===== config.mk =====
export PLATFORM = sky130hd
export DESIGN_NAME = touch_min_delta_sample_picker_unit
export DESIGN_NICKNAME = d
export VERILOG_FILES = /design/src/rtl/tmdsp_pkg.sv /design/src/rtl/touch_min_delta_sample_picker_unit.sv
export SDC_FILE = /design/constraint.sdc
export NUM_CORES = 1
export LEC_CHECK = 0
export BUFFER_PORTS_ARGS = -buffer_cell sky130_fd_sc_hd__buf_2
export CORE_MARGIN = 3
export CORE_UTILIZATION = 54
export DETAILED_ROUTE_END_ITERATION = 8
export PLACE_DENSITY = 0.78
export SLEW_MARGIN = 20
export SYNTH_ARGS = -nofsm -noshare
export SYNTH_HDL_FRONTEND = slang
export SYNTH_SLANG_ARGS = --single-unit

===== constraint.sdc =====
create_clock -name i_clk -period 4.73 [get_ports i_clk]
set_input_delay 0.946 -clock i_clk [delete_from_list [all_inputs] [get_ports i_clk]]
set_output_delay 0.946 -clock i_clk [all_outputs]
set_load 0.01 [all_outputs]

===== src/rtl/tmdsp_pkg.sv =====
// Shared types and constants for the touch min-delta sample picker.
`timescale 1ns / 1ps
`default_nettype none
package tmdsp_pkg;

    localparam int unsigned SAMPLE_W      = 12;
    localparam int unsigned OPCODE_W      = 2;
    localparam int unsigned SLOT_OUT_W    = 3;
    localparam int unsigned CFG_IDX_W     = 1;
    localparam int unsigned CFG_DATA_W    = 1;
    localparam int unsigned FILTER_DEPTH_DEF = 8;

    // Differences are kept in a 13-bit code: bit 12 set marks the
    // "first sample" region 0xFFFFF000..0xFFFFFFFF (low bits = offset),
    // bit 12 clear holds an in-burst delta of at most 4095.
    localparam int unsigned DIFF_W = SAMPLE_W + 1;
    localparam logic [DIFF_W-1:0] DIFF_INIT = '1;

    typedef enum logic [OPCODE_W-1:0] {
        OP_SAMPLE   = 2'd0,
        OP_END_THR  = 2'd1,
        OP_END_NOTH = 2'd2
    } t_opcode;

    localparam logic [CFG_IDX_W-1:0] CFG_INVERT_X = 1'b0;
    localparam logic [CFG_IDX_W-1:0] CFG_INVERT_Y = 1'b1;

endpackage
`default_nettype wire


===== src/rtl/touch_min_delta_sample_picker_unit.sv =====
// Top level of the touch min-delta sample picker.
//
//  channel  | handshake                  | payload
//  ---------+----------------------------+-----------------------------------------
//  input    | i_valid / o_stall          | i_opcode, i_sample_x, i_sample_y
//  output   | o_valid / i_stall          | o_pos_x, o_pos_y, o_slot, o_slot_written,
//           |                            | o_pressed
//  config   | i_cfg_we                   | i_cfg_idx, i_cfg_wdata
//
// One item per cycle while o_stall is low. A sample item updates the picker
// state in the cycle it is accepted; an interrupt-end item shows its result in
// the output register on the next cycle. The output register is the only stage,
// so input stalls only while that register holds an item and the sink stalls.
// Synchronous active-low reset initialises the control state, but not the result
// payload; ignore countdown loads FILTER_DEPTH. Opcode 3 is dropped without effect.
`timescale 1ns / 1ps
`default_nettype none
module touch_min_delta_sample_picker_unit #(
    parameter int unsigned FILTER_DEPTH = tmdsp_pkg::FILTER_DEPTH_DEF
) (
    input  wire logic                                i_clk,
    input  wire logic                                i_rst_n,
    // input channel
    input  wire logic                                i_valid,
    output logic                                     o_stall,
    input  wire logic [tmdsp_pkg::OPCODE_W-1:0]      i_opcode,
    input  wire logic [tmdsp_pkg::SAMPLE_W-1:0]      i_sample_x,
    input  wire logic [tmdsp_pkg::SAMPLE_W-1:0]      i_sample_y,
    // output channel
    output logic                                     o_valid,
    input  wire logic                                i_stall,
    output logic [tmdsp_pkg::SAMPLE_W-1:0]           o_pos_x,
    output logic [tmdsp_pkg::SAMPLE_W-1:0]           o_pos_y,
    output logic [tmdsp_pkg::SLOT_OUT_W-1:0]         o_slot,
    output logic                                     o_slot_written,
    output logic                                     o_pressed,
    // configuration
    input  wire logic                                i_cfg_we,
    input  wire logic [tmdsp_pkg::CFG_IDX_W-1:0]     i_cfg_idx,
    input  wire logic [tmdsp_pkg::CFG_DATA_W-1:0]    i_cfg_wdata
);

    localparam int unsigned SW     = tmdsp_pkg::SAMPLE_W;
    localparam int unsigned DW     = tmdsp_pkg::DIFF_W;
    localparam int unsigned SLOT_W = $clog2(FILTER_DEPTH);
    localparam int unsigned IGN_W  = $clog2(FILTER_DEPTH + 1);
    localparam logic [SLOT_W:0]    SLOT_LAST = (SLOT_W + 1)'(FILTER_DEPTH);
    localparam logic [IGN_W-1:0]   IGN_INIT  = IGN_W'(FILTER_DEPTH);

    // configuration
    logic r_invert_x, r_invert_y;

    // picker state
    logic              r_in_burst,   n_in_burst;
    logic [SW-1:0]     r_last_x,     n_last_x;
    logic [SW-1:0]     r_last_y,     n_last_y;
    logic [DW-1:0]     r_best_x,     n_best_x;
    logic [DW-1:0]     r_best_y,     n_best_y;
    logic [SW-1:0]     r_chosen_x,   n_chosen_x;
    logic [SW-1:0]     r_chosen_y,   n_chosen_y;
    logic [SLOT_W-1:0] r_ring,       n_ring;
    logic [IGN_W-1:0]  r_ignore,     n_ignore;
    logic              r_press,      n_press;

    // output register
    logic              r_valid,      n_valid;
    logic [SW-1:0]     r_pos_x,      n_pos_x;
    logic [SW-1:0]     r_pos_y,      n_pos_y;
    logic [tmdsp_pkg::SLOT_OUT_W-1:0] r_slot, n_slot;
    logic              r_written,    n_written;
    logic              r_pressed,    n_pressed;

    logic              accept;
    tmdsp_pkg::t_opcode op;
    logic [DW-1:0]     diff_x, diff_y;
    logic [SLOT_W:0]   ring_inc;
    logic [SLOT_W+tmdsp_pkg::SLOT_OUT_W-1:0] slot_ext;

    assign o_stall = r_valid & i_stall;
    assign accept  = i_valid & ~o_stall;
    assign op      = tmdsp_pkg::t_opcode'(i_opcode);

    // First sample of a burst sits in the high region: 0xFFFFFFFF - v.
    // Later samples give a small absolute delta.
    function automatic logic [DW-1:0] delta(input logic first, input logic [SW-1:0] v,
                                            input logic [SW-1:0] prev);
        logic [DW-1:0] res;
        if (first) begin
            res = {1'b1, ~v};
        end else if (v > prev) begin
            res = {1'b0, v - prev};
        end else begin
            res = {1'b0, prev - v};
        end
        return res;
    endfunction

    assign diff_x   = delta(~r_in_burst, i_sample_x, r_last_x);
    assign diff_y   = delta(~r_in_burst, i_sample_y, r_last_y);
    assign ring_inc = {1'b0, r_ring} + 1'b1;
    assign slot_ext = {{tmdsp_pkg::SLOT_OUT_W{1'b0}}, r_ring};

    always_comb begin
        n_in_burst = r_in_burst;
        n_last_x   = r_last_x;
        n_last_y   = r_last_y;
        n_best_x   = r_best_x;
        n_best_y   = r_best_y;
        n_chosen_x = r_chosen_x;
        n_chosen_y = r_chosen_y;
        n_ring     = r_ring;
        n_ignore   = r_ignore;
        n_press    = r_press;
        n_valid    = r_valid & i_stall;
        n_pos_x    = r_pos_x;
        n_pos_y    = r_pos_y;
        n_slot     = r_slot;
        n_written  = r_written;
        n_pressed  = r_pressed;

        if (accept) begin
            unique case (op)
                tmdsp_pkg::OP_SAMPLE: begin
                    if (diff_x < r_best_x) begin
                        n_best_x   = diff_x;
                        n_chosen_x = i_sample_x;
                    end
                    if (diff_y < r_best_y) begin
                        n_best_y   = diff_y;
                        n_chosen_y = i_sample_y;
                    end
                    n_last_x   = i_sample_x;
                    n_last_y   = i_sample_y;
                    n_in_burst = 1'b1;
                end
                tmdsp_pkg::OP_END_THR, tmdsp_pkg::OP_END_NOTH: begin
                    if (op == tmdsp_pkg::OP_END_THR) begin
                        n_ring = (ring_inc >= SLOT_LAST) ? '0 : ring_inc[SLOT_W-1:0];
                    end
                    n_in_burst = 1'b0;
                    n_best_x   = tmdsp_pkg::DIFF_INIT;
                    n_best_y   = tmdsp_pkg::DIFF_INIT;
                    if (r_ignore == '0) begin
                        n_press = 1'b1;
                    end else begin
                        n_ignore = r_ignore - 1'b1;
                    end
                    // inversion 4095 - v is a bitwise complement on 12 bits
                    n_valid   = 1'b1;
                    n_pos_x   = r_invert_x ? ~r_chosen_x : r_chosen_x;
                    n_pos_y   = r_invert_y ? ~r_chosen_y : r_chosen_y;
                    n_slot    = slot_ext[tmdsp_pkg::SLOT_OUT_W-1:0];
                    n_written = (op == tmdsp_pkg::OP_END_THR);
                    n_pressed = n_press;
                end
                default: begin
                    // opcode 3: no effect
                end
            endcase
        end
    end

    always_ff @(posedge i_clk) begin
        if (!i_rst_n) begin
            r_invert_x <= 1'b0;
            r_invert_y <= 1'b0;
        end else if (i_cfg_we) begin
            unique case (i_cfg_idx)
                tmdsp_pkg::CFG_INVERT_X: r_invert_x <= i_cfg_wdata[0];
                tmdsp_pkg::CFG_INVERT_Y: r_invert_y <= i_cfg_wdata[0];
                default: begin
                end
            endcase
        end
    end

    always_ff @(posedge i_clk) begin
        if (!i_rst_n) begin
            r_in_burst <= 1'b0;
            r_last_x   <= '0;
            r_last_y   <= '0;
            r_best_x   <= tmdsp_pkg::DIFF_INIT;
            r_best_y   <= tmdsp_pkg::DIFF_INIT;
            r_chosen_x <= '0;
            r_chosen_y <= '0;
            r_ring     <= '0;
            r_ignore   <= IGN_INIT;
            r_press    <= 1'b0;
            r_valid    <= 1'b0;
        end else begin
            r_in_burst <= n_in_burst;
            r_last_x   <= n_last_x;
            r_last_y   <= n_last_y;
            r_best_x   <= n_best_x;
            r_best_y   <= n_best_y;
            r_chosen_x <= n_chosen_x;
            r_chosen_y <= n_chosen_y;
            r_ring     <= n_ring;
            r_ignore   <= n_ignore;
            r_press    <= n_press;
            r_valid    <= n_valid;
        end
    end

    // result payload, no reset needed
    always_ff @(posedge i_clk) begin
        r_pos_x   <= n_pos_x;
        r_pos_y   <= n_pos_y;
        r_slot    <= n_slot;
        r_written <= n_written;
        r_pressed <= n_pressed;
    end

    assign o_valid        = r_valid;
    assign o_pos_x        = r_pos_x;
    assign o_pos_y        = r_pos_y;
    assign o_slot         = r_slot;
    assign o_slot_written = r_written;
    assign o_pressed      = r_pressed;

endmodule
`default_nettype wire


---- Word-level counts from Yosys, hierarchy flattened ----
Cells that the tools add are included.
storage, ports and cells
  register bits ........................... 115
  input bits .............................. 33
  output and inout bits ................... 31
  word-level logic and storage cells ...... 72
operators by class
  $add $sub $neg .......................... 6
  $lt $le $gt $ge ......................... 5
  eq/ne operators ......................... 4
  multiplexer cells ....................... 15
  bitwise operators ....................... 9
  reduce and logical (&&, ||, !) cells .... 15
operator list
  cell                                                                   count
  13-bit two-way mux                                                     4
  13-bit case mux with 2 select lines                                    2
  12-bit two-way mux                                                     4
  12-bit NOT                                                             4
  12-bit subtractor                                                      4
  13-bit < comparator                                                    2
  12-bit greater-than comparator                                         2
  3-bit AND reduction                                                    6
  2-bit AND reduction                                                    5
  3-bit by 1-bit adder with 4-bit output, second input constant          1
  4-bit greater-or-equal comparator, second input constant               1
  4-bit logical NOT                                                      1
  2-bit inequality test, second input constant                           2
  4-bit by 1-bit subtractor with 4-bit output, second input constant     1
  1-bit two-way mux                                                      3
  3-bit two-way mux                                                      1
  1-bit NOT                                                              3
  1-bit bitwise AND                                                      2
  2-bit by 1-bit equality test with 1-bit output, second input constant  1
  2-bit equality test, second input constant                             1
  2-bit logical NOT                                                      1
  1-bit case mux with 2 select lines                                     1
  2-bit nonzero test                                                     1
  2-bit OR reduction                                                     1

---- Longest topological paths before layout ----
Gate-level depths: netlist of run 1.
  word-level depth ........................ 6
  depth in mapped cells ................... 24

---- Worst setup path after synthesis of run 1 ----
Ideal clock, no wire load.
  path type ............................... input to register
  from .................................... input port i_sample_x[0] (netlist name)
  to ...................................... register r_best_x[10]
  library setup time ...................... 0.129 ns
  arrival time ............................ 4.835 ns
  data required time ...................... 4.601 ns
  path slack .............................. -0.234 ns
  stages on the path ...................... 22
  buffers on the path ..................... 2
  path through ............................ inv_1 > ha_1 > inv_1 > fa_1 > a211oi_1 > nor2_1 > or3_1 > a21o_1 > a221oi_1 > mux2i_1 > xnor2_1 > mux2i_1 > ha_1 > a21o_1 > a21o_1 > a21oi_1 > o211ai_2 > or2_1 > buf_6 > buf_2 > nor2_4 > a211oi_2
between the ends
  word-level cells in the longest chain between the ends .. 6
ends and longest elaborated chain
  item                                       RTL line                                   source
  start, declared                            touch_min_delta_sample_picker_unit.sv:27   input wire logic [tmdsp_pkg::SAMPLE_W-1:0] i_sample_x,
  12-bit subtractor (tied with other cells)  touch_min_delta_sample_picker_unit.sv:93   res = {1'b0, prev - v};
  12-bit two-way mux                         touch_min_delta_sample_picker_unit.sv:90   end else if (v > prev) begin
  13-bit two-way mux *                       touch_min_delta_sample_picker_unit.sv:88   if (first) begin
  13-bit < comparator                        touch_min_delta_sample_picker_unit.sv:124  if (diff_x < r_best_x) begin
  2-bit inequality test (no line)            --
  3-bit AND reduction (no line)              --
  end signal, assigned                       touch_min_delta_sample_picker_unit.sv:182  r_best_x <= tmdsp_pkg::DIFF_INIT;
  end signal, assigned                       touch_min_delta_sample_picker_unit.sv:194  r_best_x <= n_best_x;
  end, declared                              touch_min_delta_sample_picker_unit.sv:57   logic [DW-1:0] r_best_x, n_best_x;
Mark *: on every way between the ends. The rest lies on a longest branch, timed or not. The select of a mux whose other input is x is not followed.
A chain may end at the register's enable or synchronous reset.

---- Final worst setup path of run 1 ----
  from .................................... input port i_sample_x[0] (netlist name)
  to ...................................... register r_best_x[1]
The elaborated chain is that of the path after synthesis.

==> results.json, run 1 <==
{
  "status": "finished with violations",
  "violations": "setup timing",
  "worst_clock_skew_ps": 9.31,
  "insertion_delay_ps": 420,
  "cts.htree.levels": 4,
  "path_cells": "buf_12, inv_12, ha_4, inv_2, fa_2, a211oi_2, nor2_1, or3_1, a21o_1, a221oi_2, mux2i_1, xnor2_1, mux2i_1, ha_1, nand4_1, nor2_2, a41oi_2, o211ai_2, or2_4, a22oi_4, buf_6, nor3b_4, o21ai_1",
  "path_common_cell": "mux2i_1",
  "fin_area_mm2": 0.0102,
  "synth_edf_count": 29,
  "vias": 7103,
  "area_growth_pct": 33.6,
  "cts_root_buffer": "clkbuf_16",
  "cts_hold_buf": 0,
  "core_region_area_mm2": 0.0135,
  "synthDominantCellAreaShare_pct": 22.6,
  "worst_pin_slew_ps": 856,
  "n_antenna_cell": 0,
  "syn_area_mm2": 0.00761,
  "ant_nets": 0,
  "grt_max_degree": 89,
  "cts_made_buffers": 17,
  "grt_pass1_vias": 6543,
  "finalCritPeriodShare_pct": 101,
  "crit_type": "input port to flip-flop",
  "drc": 0,
  "clk_path_buf_depth": 2,
  "path_delay_family": "compound AO/OA/AOI/OAI gates",
  "drive_gt1_share_pct": 30.5,
  "cts.sinks": 115,
  "max_stage_delay_ps": 340,
  "async_flop_share_pct": 0,
  "powerDensity_mw_per_mm2": 322,
  "synthesis.nets": 986,
  "fmax_mhz": 209,
  "totalWireLength_um": 21200,
  "setup_ws_ps": -59.7,
  "critPathLaunchType": "input port",
  "r2r_cells": 21,
  "r2r-end": "r_best_x[1]",
  "grt_use_total_pct": 24.9,
  "die-area_mm2": 0.0156,
  "grt_antenna_before_repair": 0,
  "syn_area_per_cell_um2": 8.71,
  "ios": 64,
  "maxCapViolations": 0,
  "power_mw": 3.27,
  "fin_crit_ps": 4790,
  "cts_tree": "built",
  "die_h_um": 125,
  "initial_core_util_pct": 56.3,
  "finalSetupViolCount": 4,
  "arrival_ps": 5050,
  "setup_tns_ps": -92.4,
  "via_per_inst": 5.58,
  "rsz0062_at_grt": "yes",
  "synth.top_cells.by_area": "dfxtp_1 23%, ha_1 12%, edfxtp_1 11%",
  "dr.pass1.iters": 5,
  "finalMaxSlewViolations": 0,
  "wl_per_cell_um": 16.7,
  "io_buffer_count": 63,
  "path_buf_inv": 4,
  "whs_path_depth": 2,
  "finalHoldViolCount": 0,
  "ys_types": 65,
  "cp-end-kind": "flip-flop",
  "ys_dominant_reg_cell": "dfxtp_1",
  "relSlewSlack_pct": 42.9,
  "crit_fanout": 5,
  "r2r_start": "r_last_x[0]",
  "grt_pass1_wl_um": 31800,
  "irDropWorstVdd_mv": 0.258,
  "place_worst_setup_slack_ps": -418,
  "synth_seq_cells": 115,
  "nNetsFinal": 1196,
  "clkTransAtPathRegs_ps": 60,
  "overflow": 0,
  "p_leak_nw": 4.87,
  "startpoint": "i_sample_x[0]",
  "worst_ep_required_time_ps": 4990,
  "drtIter0Drc": 576,
  "gp_congestion": 0.923,
  "regToRegSetupSlack_ps": 210,
  "cpMaxStageDelayCell": "fa_2",
  "min_from": "r_last_x[11]",
  "hold_path_end": "r_last_x[11]",
  "hp-class": "flip-flop to flip-flop",
  "placed_area_mm2": 0.00912,
  "rows": 42,
  "die_x_um": 125,
  "dp.final_hpwl_um": 13800,
  "synth_warnings": 0,
  "yosysSeqAreaShare_pct": 34.1,
  "synthCells": 874,
  "yosysTopAreaCell": "dfxtp_1"
}
[worst max path at each step]
stage	depth (start not counted)	slack [ps]	endpoint
floorplan	23	-50	r_best_x[0]
global placement	23	-330	r_best_x[0]
detailed placement	23	-420	r_best_x[1]
CTS	23	-20	r_best_x[0]
global route	23	-260	r_best_x[1]
finish	23	-60	r_best_x[1]
[placed cells by master, fill, tap and decap left out, drive strengths merged, types with 20 or more instances in the layout]
master and instances:
a21boi 29, a21oi 56, and3 30, buf 226, clkbuf 20, dfxtp 86
edfxtp 29, ha 75, inv 93, mux2i 36, nand2 93, nor2 63
nor2b 32, o21ai 33, xor2 31
[cells in the mapped netlist (all sizes together) (5+ instances only)]
| master | count |
|---|---|
| inv | 93 |
| nand2 | 93 |
| dfxtp | 86 |
| ha | 75 |
| nor2 | 62 |
| a21oi | 56 |
| mux2i | 36 |
| o21ai | 33 |
| nor2b | 32 |
| xor2 | 31 |
| and3 | 30 |
| a21boi | 29 |
| edfxtp | 29 |
| clkbuf | 24 |
| a211oi | 18 |
| xnor2 | 15 |
| a21o | 13 |
| buf | 13 |
| nand3 | 11 |
| nor3 | 11 |
| nand4 | 8 |
| o211ai | 8 |
| a31oi | 7 |
| and2 | 6 |
| nor3b | 5 |
| o21a | 5 |
[power breakdown]
| part | internal, mW | switching (mW) | total (mW) |
|---|---|---|---|
| registers | 1.07 | 0.0351 | 1.11 |
| logic | 0.412 | 0.429 | 0.840 |
| clock network | 0.839 | 0.486 | 1.32 |
[flip-flops by register name, indices dropped and copies added, names as in the netlist]
name / cells
r_best_x: 13
r_invert_y: 1
r_in_burst: 1
r_best_y: 13
r_ignore: 4
r_chosen_y: 12
r_ring: 3
r_last_x: 12
o_pos_y: 12
r_chosen_x: 12
o_pressed: 1
r_press: 1
o_slot_written: 1
o_valid: 1
r_last_y: 12
o_pos_x: 12
o_slot: 3
r_invert_x: 1
[per-layer routing]
layer	share of wire [%]	vias to the layer above	GRT usage, %
met2	46	289	38.4
met3	7.3	54	5.87
li1	-	3414	-
met4	2.8	0	9.22
met5	0	-	0
met1	43	3346	34.0
[worst min-delay path: stages, from the launching register on]
cell and delay, ps:
dfxtp_1 310, nand2_1 50, a21boi_0 60
[repair_timing]
item / 4_1_cts / 5_1_grt
setup buffers: 8 / 12
gates resized for setup: 4 / 62
cloned: 1 / 4
pin swaps: 9 / 14
setup endpoints to repair: 19 / 50
[through the flow]
step                hold slack [ps]  cells  util [%]
CTS                             468   1257      72.6
global placement                455   1216      67.5
floorplan                       433    874         -
global route                    501   1273      75.3
finish                          470   1273      75.3
detailed placement              450   1216      67.5
[cells by family after synthesis]
| logic type | Yosys count | share of synthesized area (%) |
|---|---|---|
| AO/OA/AOI/OAI | 195 | 17.9 |
| XOR/XNOR | 46 | 5.29 |
| adder cells (fa/ha/maj) | 79 | 13.4 |
| buffers and inverters | 130 | 6.99 |
| flip-flops | 115 | 34.1 |
| multiplexers | 38 | 5.13 |
| AND/OR/NAND/NOR | 271 | 17.2 |
[final cells by class]
cell class                 instances  area (um2)
clock buffer                      19         443
clock inverter                    13         160
fill                             896        3340
inverter                          93         362
multi-input combinational        630        4760
sequential                       115        2590
tap                              176         220
timing repair buffer             227        1640
No activity file was read; power rests on OpenSTA's default activity.
==> run 2: changes to the inputs <==
--- a/config.mk
+++ b/config.mk
@@ -5,12 +5,12 @@
 export SDC_FILE = /design/constraint.sdc
 export NUM_CORES = 1
 export LEC_CHECK = 0
-export BUFFER_PORTS_ARGS = -buffer_cell sky130_fd_sc_hd__buf_2
+export BUFFER_PORTS_ARGS = -buffer_cell sky130_fd_sc_hd__buf_4
 export CORE_MARGIN = 3
 export CORE_UTILIZATION = 54
+export CTS_CLUSTER_DIAMETER = 60
 export DETAILED_ROUTE_END_ITERATION = 8
 export PLACE_DENSITY = 0.78
-export SLEW_MARGIN = 20
 export SYNTH_ARGS = -nofsm -noshare
 export SYNTH_HDL_FRONTEND = slang
 export SYNTH_SLANG_ARGS = --single-unit
==> results.json, run 2 (synthesis results as in run 1) <==
{
  "totalWireLength_um": 21400,
  "dp.final_hpwl_um": 13800,
  "top_regs": "r_best_x x13, r_best_y x13",
  "irDropWorstVdd_mv": 0.257,
  "worst_ep_required_time_ps": 5080,
  "wl_met1_um": 9270,
  "n_antenna_cell": 0,
  "setup_ws_ps": -70.3,
  "met3_length_um": 1420,
  "grt_pass1_wl_um": 32900,
  "cts.htree.levels": 4,
  "power_mw": 3.34,
  "ios": 64,
  "finalCritPeriodShare_pct": 101,
  "placed_area_mm2": 0.00928,
  "clkTransAtPathRegs_ps": 60,
  "hp-class": "flip-flop to flip-flop",
  "path_common_cell": "buf_4",
  "finalMaxSlewViolations": 0,
  "via_per_inst": 5.62,
  "p_leak_nw": 4.92,
  "grt_max_degree": 89,
  "cp-end-kind": "flip-flop",
  "finalSetupViolCount": 10,
  "wl_per_cell_um": 16.9,
  "top_layer_used": "met4",
  "fmax_mhz": 208,
  "die_h_um": 125,
  "rsz0062_at_grt": "yes",
  "critPathLaunchType": "input port",
  "setup_tns_ps": -242,
  "r2r_start": "r_last_x[0]",
  "drtIter0Drc": 561,
  "worst_pin_slew_ps": 1170,
  "relSlewSlack_pct": 21.8,
  "dr.pass1.iters": 5,
  "final_common_cell": "buf_4",
  "crit_type": "input port to flip-flop",
  "worst_clock_skew_ps": 9.43,
  "die-area_mm2": 0.0156,
  "ant_nets": 0,
  "grt_antenna_before_repair": 0,
  "cts_hold_buf": 0,
  "clk_path_buf_depth": 2,
  "violations": "setup timing",
  "core_region_area_mm2": 0.0135,
  "dr_wl_met2_um": 10000,
  "cts_made_buffers": 17,
  "overflow": 0,
  "drive_gt1_share_pct": 29.1,
  "cts_tree": "built",
  "p_int_mw": 2.39,
  "maxCapViolations": 0,
  "arrival_ps": 5150,
  "fin_area_mm2": 0.0103,
  "pwr-share-seq_pct": 33.2,
  "nNetsFinal": 1190,
  "cts.sinks": 115,
  "fillCellCount": 897,
  "p_comb_share_pct": 25.9,
  "max_stage_delay_ps": 390,
  "rows": 42,
  "finalHoldViolCount": 0,
  "gp_congestion": 0.962,
  "status": "finished with violations",
  "p_sw_mw": 0.958,
  "final_cell_mix": "209 x buf_4, 92 x nand2_1, 89 x inv_1, 86 x dfxtp_1, 73 x ha_1",
  "powerDensity_mw_per_mm2": 325,
  "crit_fanout": 5,
  "initial_core_util_pct": 56.3,
  "cts_root_buffer": "clkbuf_16",
  "grt_use_total_pct": 26.0,
  "cpMaxStageDelayCell": "a211oi_1",
  "die_x_um": 125,
  "fin_crit_ps": 4800,
  "area_growth_pct": 35.1,
  "vias": 7124,
  "min_from": "r_last_y[11]",
  "drc": 0,
  "p_sw_share_pct": 28.7,
  "io_buffer_count": 63,
  "insertion_delay_ps": 430,
  "clockPowerShare_pct": 41.0,
  "startpoint": "i_sample_x[0]",
  "grt_pass1_vias": 6686
}
[run 2: changes by cell type in the layout (fill, tap and decap cells not counted), moves of 6 or more]
| cell | change |
|---|---|
| buf_2 | -63 |
| buf_4 | +56 |
| nor2_1 | +7 |
| a21oi_1 | +6 |
| a21oi_2 | -6 |
[run 2: worst max-delay path, delay by kind of cell]
| family | cells | cell delay [ps] |
|---|---|---|
| multiplexers | 1 | 110 |
| buffers and inverters | 7 | 780 |
| AO/OA/AOI/OAI | 9 | 1600 |
| adder cells (fa/ha/maj) | 3 | 810 |
| AND/OR/NAND/NOR | 5 | 890 |
[run 2: path summary, 6_finish.rpt]
check                 endpoint  slack, ps  cells after the start
setup / recovery   r_best_x[5]        -70                     25
hold / removal    r_last_y[11]        470                      2
setup reg to reg   r_best_x[5]        190                     23
hold reg to reg   r_last_y[11]        470                      2
[run 2: through the flow]
| step | std cells | setup WS, ps | util, % | hold slack (ps) |
|---|---|---|---|---|
| floorplan | 874 | -46.4 | - | 433 |
| global placement | 1213 | -290 | 68.7 | 454 |
| detailed placement | 1213 | -419 | 68.7 | 459 |
| CTS | 1253 | 16.3 | 73.9 | 473 |
| global route | 1267 | -202 | 76.1 | 491 |
| finish | 1267 | -70.3 | 76.1 | 473 |
[run 2: repair_timing]
action | in CTS | in global routing
buffers inserted | 7 | 13
cloned | 1 | 1
endpoints found under the hold margin | 0 | 0
setup endpoints to repair | 27 | 50
pin swaps | 10 | 14
resized for setup | 7 | 45
[run 2: area by class of cell]
class	count	area, um2	share of cell area [%]
clock inverters	13	185	1.80
flip-flops and latches	115	2590	25.2
well taps	176	220	2.14
multi-input cells	630	4710	45.9
clock buffers	19	433	4.21
inverters	93	364	3.54
repair buffers	221	1770	17.2
[run 2: power by group through the flow]
stage                     registers [mW]  clock network [mW]  logic [mW]
after floorplan                     1.12                   0       0.428
final                               1.11                1.37       0.865
after CTS                           1.11                1.37       0.782
after global placement              1.12                   0       0.722
after global routing                1.11                1.42       0.930
after detailed placement            1.13                   0       0.744
[run 2: per-layer routing]
| metal | track usage (%) | vias to the layer above |
|---|---|---|
| met5 | 0 | - |
| li1 | - | 3402 |
| met3 | 4.42 | 64 |
| met2 | 42.0 | 289 |
| met1 | 34.9 | 3369 |
| met4 | 9.41 | 0 |
==> run 3: changes to the inputs <==
==> constraint.sdc (replaced) <==
create_clock -name i_clk -period 4.73 [get_ports i_clk]
set_input_delay 0.7095 -clock i_clk [delete_from_list [all_inputs] [get_ports i_clk]]
set_output_delay 0.7095 -clock i_clk [all_outputs]
set_load 0.01 [all_outputs]
==> results.json, run 3 (synthesis results as in run 1) <==
{
  "status": "finished with violations",
  "violations": "setup timing",
  "insertion_delay_ps": 420,
  "irDropWorstVdd_mv": 0.249,
  "finalCritPeriodShare_pct": 101,
  "dp.final_hpwl_um": 13200,
  "grt_max_degree": 90,
  "cts.sinks": 115,
  "initial_core_util_pct": 56.3,
  "nNetsFinal": 1127,
  "critPathLaunchType": "input port",
  "clkTransAtPathRegs_ps": 60,
  "rsz0062_at_grt": "yes",
  "maxCapViolations": 0,
  "p_int_mw": 2.29,
  "arrival_ps": 5120,
  "finalMaxSlewViolations": 0,
  "cpMaxStageDelayCell": "fa_2",
  "worst_pin_slew_ps": 1170,
  "dr.pass1.iters": 5,
  "p_sw_mw": 0.906,
  "cts_made_buffers": 17,
  "grt_antenna_before_repair": 0,
  "cts_tree": "built",
  "crit_type": "input port to flip-flop",
  "p_leak_nw": 4.60,
  "place_worst_setup_slack_ps": -447,
  "hp-class": "flip-flop to flip-flop",
  "ant_nets": 0,
  "crit_fanout": 6,
  "drive_gt1_share_pct": 24.5,
  "grt_pass1_vias": 6311,
  "setup_ws_ps": -59.7,
  "finalSetupViolCount": 7,
  "min_from": "r_last_x[6]",
  "cts_hold_buf": 0,
  "fin_crit_ps": 4790,
  "grt_use_total_pct": 24.2,
  "finish.utilization_pct": 72.4,
  "die_x_um": 125,
  "relSlewSlack_pct": 21.9,
  "die-area_mm2": 0.0156,
  "via_per_inst": 5.59,
  "area_growth_pct": 28.6,
  "n_antenna_cell": 0,
  "ios": 64,
  "totalWireLength_um": 19600,
  "setup_tns_ps": -179,
  "top_regs": "r_best_x x13, r_best_y x13",
  "final_common_cell": "buf_4",
  "wl_per_cell_um": 16.3,
  "fillCellCount": 947,
  "core_region_area_mm2": 0.0135,
  "p_comb_share_pct": 23.7,
  "vias": 6732,
  "drc": 0,
  "io_buffer_count": 63,
  "pwr-share-seq_pct": 34.7,
  "fmax_mhz": 209,
  "powerDensity_mw_per_mm2": 326,
  "clockPowerShare_pct": 41.6,
  "startpoint": "i_sample_x[0]",
  "multi_input_area_mm2": 0.00471,
  "p_sw_share_pct": 28.4,
  "worst_clock_skew_ps": 7.33,
  "die_h_um": 125,
  "cts.htree.levels": 4,
  "rows": 42,
  "power_mw": 3.19,
  "grt_pass1_wl_um": 30900,
  "r2r_start": "r_last_x[0]",
  "seq_area_mm2": 0.00259,
  "drtIter0Drc": 629,
  "overflow": 0,
  "finalHoldViolCount": 0,
  "max_stage_delay_ps": 390,
  "cts_root_buffer": "clkbuf_16",
  "gp_congestion": 0.937,
  "worst_ep_required_time_ps": 5060,
  "final_cell_mix": "147 x buf_4, 93 x nand2_1, 91 x inv_1, 86 x dfxtp_1, 74 x ha_1",
  "cp-end-kind": "flip-flop",
  "clk_path_buf_depth": 2
}
run 3: final cells by class:
cell class	instances	share of cell area, %
sequential	115	26.5
inverter	93	3.59
clock buffer	20	4.67
multi-input combinational	629	48.1
timing repair buffer	159	13.3
clock inverter	12	1.59
tap	176	2.25
run 3: metal layers:
metal | vias up | wire [um] | track usage, %
met5 | - | 0 | 0
li1 | 3282 | - | -
met1 | 3168 | 8650 | 33.1
met4 | 0 | 411 | 6.83
met2 | 246 | 9170 | 37.8
met3 | 36 | 1390 | 6.26
run 3: repair_timing:
item | 4_1_cts | 5_1_grt
pin swaps | 0 | 28
buffers inserted | 0 | 6
resized for setup | 2 | 57
setup endpoints to repair | 3 | 49
cloned | 0 | 4
run 3: metrics by stage:
step | hold WS (ps) | std cells | area [um2]
floorplan | 433 | 874 | 7610
global placement | 455 | 1162 | 8820
detailed placement | 466 | 1162 | 8820
CTS | 483 | 1194 | 9440
global route | 507 | 1204 | 9780
finish | 483 | 1204 | 9780
run 3: critical path: cells and delay by family:
family                   cells  cell delay [ps]
buffers and inverters        7              790
XOR/XNOR                     1              230
AND/OR/NAND/NOR              4              850
adder cells (fa/ha/maj)      3              870
multiplexers                 3              350
AO/OA/AOI/OAI                7             1310
run 3: power groups by stage:
stage | logic [mW] | registers (mW) | clock network, mW
after global routing | 0.825 | 1.12 | 1.39
after global placement | 0.671 | 1.12 | 0
after detailed placement | 0.688 | 1.13 | 0
after floorplan | 0.421 | 1.12 | 0
final | 0.756 | 1.11 | 1.33
after CTS | 0.699 | 1.11 | 1.34
run 3: final timing paths:
path | endpoint | depth (start not counted) | slack [ps]
max reg2reg | r_chosen_x[11] | 23 | -30
min reg2reg | r_last_x[6] | 2 | 480
max | r_chosen_x[11] | 25 | -60
min | r_last_x[6] | 2 | 480
